`src/hw/rtl/pcp_pkg.sv`:
```
// Shared types and constants for the polyline closest-point block.
package pcp_pkg;

  // command codes
  localparam logic [1:0] CMD_CLEAR  = 2'd0;
  localparam logic [1:0] CMD_APPEND = 2'd1;
  localparam logic [1:0] CMD_QUERY  = 2'd2;

  // accumulator wide enough for a sum of three squared 50-bit magnitudes
  localparam int ACC_W = 104;
  // squared segment length and division remainder
  localparam int LEN_W = 70;
  // vertex entry: x, y, z, cumulative length
  localparam int ENTRY_W = 128;

  localparam logic [31:0] M32    = 32'hffff_ffff;
  localparam logic [62:0] SQ_MAX = 63'h7fff_ffff_ffff_ffff;
  localparam logic [16:0] T_ONE  = 17'h1_0000;

  typedef logic [ACC_W-1:0] acc_t;

  typedef struct packed {
    logic start;
    logic clear;
    logic neg;
  } mac_ctl_t;

  function automatic logic [63:0] mag33(input logic signed [32:0] v);
    logic [63:0] ext;
    ext = {{31{v[32]}}, v};
    return v[32] ? (64'd0 - ext) : ext;
  endfunction

  function automatic logic [63:0] mag52(input logic signed [51:0] v);
    logic [63:0] ext;
    ext = {{12{v[51]}}, v};
    return v[51] ? (64'd0 - ext) : ext;
  endfunction

endpackage

```
`src/hw/rtl/pcp_mac.sv`:
```
// Multi-cycle 64x64 multiply-accumulate built from one 32x32 multiplier.
module pcp_mac (
  input  logic             clk,
  input  logic             rst_n,
  input  pcp_pkg::mac_ctl_t ctl,
  input  logic [63:0]      op_a,
  input  logic [63:0]      op_b,
  output pcp_pkg::acc_t    acc,
  output logic             done
);
  import pcp_pkg::*;

  logic [63:0]  a_r, b_r;
  logic         neg_r;
  logic [2:0]   ph_r;
  logic         busy_r, done_r;
  logic [63:0]  p_r;
  logic [1:0]   sh_r;
  acc_t         acc_r;
  logic [31:0]  sel_a, sel_b;
  logic [1:0]   sel_sh;
  acc_t         term;

  always_comb begin
    case (ph_r[1:0])
      2'd0:    begin sel_a = a_r[31:0];  sel_b = b_r[31:0];  sel_sh = 2'd0; end
      2'd1:    begin sel_a = a_r[63:32]; sel_b = b_r[31:0];  sel_sh = 2'd1; end
      2'd2:    begin sel_a = a_r[31:0];  sel_b = b_r[63:32]; sel_sh = 2'd1; end
      default: begin sel_a = a_r[63:32]; sel_b = b_r[63:32]; sel_sh = 2'd2; end
    endcase
    term = ACC_W'({40'd0, p_r}) << {sh_r, 5'd0};
  end

  always_ff @(posedge clk) begin
    if (!rst_n) begin
      busy_r <= 1'b0;
      done_r <= 1'b0;
      ph_r   <= '0;
    end else begin
      done_r <= 1'b0;
      if (ctl.start) begin
        a_r    <= op_a;
        b_r    <= op_b;
        neg_r  <= ctl.neg;
        ph_r   <= '0;
        busy_r <= 1'b1;
      end else if (busy_r) begin
        ph_r <= ph_r + 3'd1;
        if (ph_r == 3'd4) begin
          busy_r <= 1'b0;
          done_r <= 1'b1;
        end
      end
    end
  end

  always_ff @(posedge clk) begin
    if (busy_r && ph_r != 3'd4) begin
      p_r  <= 64'(sel_a * sel_b);
      sh_r <= sel_sh;
    end
    if (ctl.clear) begin
      acc_r <= '0;
    end else if (busy_r && ph_r != 3'd0) begin
      acc_r <= neg_r ? (acc_r - term) : (acc_r + term);
    end
  end

  assign acc  = acc_r;
  assign done = done_r;

endmodule

```
`config.mk`:
```
export PLATFORM = sky130hd
export DESIGN_NAME = pcp_mac
export DESIGN_NICKNAME = d
export VERILOG_FILES = /design/src/hw/rtl/pcp_pkg.sv /design/src/hw/rtl/pcp_mac.sv
export SDC_FILE = /design/constraint.sdc
export NUM_CORES = 2
export LEC_CHECK = 0
export CELL_PAD_IN_SITES_DETAIL_PLACEMENT = 1
export CELL_PAD_IN_SITES_GLOBAL_PLACEMENT = 1
export CORE_MARGIN = 1.5
export CORE_UTILIZATION = 52
export CTS_BUF_LIST = sky130_fd_sc_hd__clkbuf_8
export CTS_CLUSTER_DIAMETER = 100
export CTS_CLUSTER_SIZE = 8
export DETAILED_ROUTE_END_ITERATION = 6
export DONT_BUFFER_PORTS = 1
export GPL_ROUTABILITY_DRIVEN = 0
export PLACE_DENSITY = 0.86
export SYNTH_ARGS = -nofsm -noshare
export SYNTH_HDL_FRONTEND = slang
export SYNTH_SLANG_ARGS = --single-unit
```
`constraint.sdc`:
```
create_clock -name clk -period 12.94 [get_ports clk]
set_input_delay 2.588 -clock clk [delete_from_list [all_inputs] [get_ports clk]]
set_output_delay 2.588 -clock clk [all_outputs]
set_load 0.05 [all_outputs]
```
==> flow_metrics.tcl <==
set metrics [dict create \
    grt_max_degree 73 \
    reg2regPathDepth 29 \
    reg2reg_to "p_r[57]" \
    cts_made_buffers 45 \
    async_reset_ff_frac 0 \
    cpMostUsedCell "fa_1" \
    hp-class "reg -> reg" \
    ctsResizeCount 0 \
    post_drt_wl_per_cell_um 30.56 \
    io_buffers 0 \
    critPathMaxFanout 23 \
    hold_depth 2 \
    hold_start "ph_r[1]" \
    synth_ff_type "edfxtp_1" \
    worst_slew_margin_rel -0.08111 \
    startpoint_type "flop" \
    setup_tns_ps 0 \
    cts_setup_buffers 0 \
    violations "design-rule violations, max-capacitance violations, max-slew violations" \
    yosys.area.top_type "fa_1" \
    synth_top_area_frac 0.3387 \
    end_kind "flop" \
    tightest_slew_ps 1577 \
    io_pins 238 \
    synth_nets 7453 \
    maxCapViolations 1 \
    initial_core_util 0.5272 \
    grt-ovfl-total 0 \
    syn-mean-instance-area_um2 8.761 \
    core.rowCount 116 \
    die-height_um 322.3 \
    crit_family "adder cells" \
    synth.most_common_cell "inv_1" \
    synth_area_leaders "fa_1 (34%), edfxtp_1 (11%), ha_1 (8.8%), inv_1 (6.4%), nor2_1 (6.1%)" \
    cts_htree_levels 2 \
    min_to "ph_r[1]" \
    synth.cell_area_mm2 0.05302 \
    tritoncts "built" \
    synth_commonest_cells "inv_1 (905), fa_1 (897), nor2_1 (866)" \
    placeableCoreArea_mm2 0.1006 \
    setup_viol 0 \
    gr-usage-all-layers 0.4268 \
    critical_path_arrival_ps 11600 \
    cts_max_path_buffers 3 \
    fin_crit_ps 11130 \
    critPathKind "reg -> reg" \
    ant_nets 0 \
    fp.dieArea_mm2 0.1039 \
    syn_to_final_growth_pct 4.160 \
    dp_hpwl_um 167300 \
    synth_edf_count 195 \
    slowest_delay_ps 930 \
    finalNetCount 7266 \
    synth_cell_type_count 98 \
    skew_ps 86.06 \
    cts_root_buf "clkbuf_8" \
    synth-seq-cells 304 \
    dr.pass1.iters 7 \
    clk_latency_ps 730 \
    antenna_found_initial 15 \
    grt_pass1_wl_um 325400 \
    status "complete, but fails checks" \
    rsz0062_at_grt "false" \
    fmax_mhz 89.84 \
    syn_inst 6052 \
    grt_pass1_vias 52000 \
    finalHoldViolCount 0 \
    path_buf_inv 5 \
    ys_seq_area_frac 0.1516 \
    via_per_inst 6.517 \
    path_clk_slew_ps 70 \
    r2r-start "ph_r[0]" \
    crit_slowest_cell "mux2i_2" \
    fp.dieW_um 322.3 \
    slew_violations 5 \
    drcViolationCount 2 \
    clock-sinks 304 \
    first_iter_violations 5086 \
    worstPathRequired_ps 13410 \
    layout-drive-gt1-share 0.05147 \
    wl_um 221600 \
    synth_warnings 0 \
    period_share 0.8602 \
    num_vias 47260 \
    hold_buffers 0 \
    r2r_slack_ps 1810 \
]
per-stage QoR:
step	instances	util	hold WS (ps)	instance area (um^2)	worst slack, ps
6_report	7251	0.5491	638.1	55230	1809
5_1_grt	7246	0.5490	649.6	55220	1635
4_1_cts	7244	0.5488	618.1	55200	2043
3_5_place_dp	7175	0.5414	602.0	54460	2017
3_3_place_gp	7175	0.5414	546.6	54460	2533
2_1_floorplan	6052	-	445.2	53020	3272
final cells by class:
cell class | instances | area (um^2)
fill | 11680 | 45350
multi-input combinational | 4523 | 40690
sequential | 304 | 8038
inverter | 905 | 3397
tap | 1357 | 1698
timing repair buffer | 86 | 645.6
clock buffer | 46 | 633.1
clock inverter | 23 | 110.1
antenna | 7 | 17.52
flip-flops by register name, summed over array words and instances, names as in the netlist:
register and flops:
busy_r 1, b_r 64, done 1, ph_r 3
sh_r 2, neg_r 1, a_r 64, acc 104
p_r 64
how the worst max path moves through the flow:
stage                     startpoint       to  slack, ps  depth (start not counted)
after floorplan              ph_r[0]  p_r[57]       3270                         33
after global placement       ph_r[0]  p_r[57]       2530                         27
after detailed placement     ph_r[0]  p_r[57]       2020                         29
after CTS                    ph_r[0]  p_r[57]       2040                         29
after global routing         ph_r[0]  p_r[57]       1630                         29
final                        ph_r[0]  p_r[57]       1810                         29
cell usage in the layout (no fill, tap or decap), drive strengths merged, types with 11 or more instances in the layout:
master    n
nor3     69
mux2     64
a21o     98
dfxtp   109
mux2i    97
and2     19
and4     14
a22oi    27
ha      371
a21boi   15
xor2    109
o21a     18
fa      897
clkbuf   46
inv     926
nor2b    27
nor4     21
nor2    867
xnor2   128
a211oi   28
o211ai   17
a22o     12
buf      86
and3     23
nor3b    11
a31oi    38
nand3    53
nand4    51
edfxtp  195
o21bai   41
nand2   727
a21oi   321
o21ai   187
nand2b   35
worst min-delay path, stage by stage, from the launching register on:
cell	delay [ps]
dfxtp_1	360
mux2i_1	180
nor2_1	60
routing by layer:
| metal | up-vias | wire, um | track usage |
|---|---|---|---|
| met5 | - | 174 | 0 |
| met4 | 18 | 20310 | 0.3090 |
| li1 | 19000 | - | - |
| met3 | 1326 | 29800 | 0.1661 |
| met1 | 23280 | 73720 | 0.4714 |
| met2 | 3630 | 97550 | 0.6714 |
cells by family after synthesis:
| kind of cell | count (synthesis) | share of synthesized area |
|---|---|---|
| compound gates | 901 | 0.1074 |
| flops | 304 | 0.1516 |
| mux | 161 | 0.03197 |
| simple gates | 1956 | 0.1556 |
| xor+xnor | 237 | 0.03929 |
| buf+inv | 1225 | 0.08788 |
| fa+ha+maj | 1268 | 0.4262 |
Power is not shown: default switching activity piles up to over one toggle a cycle in this logic, so the estimate is an artifact.
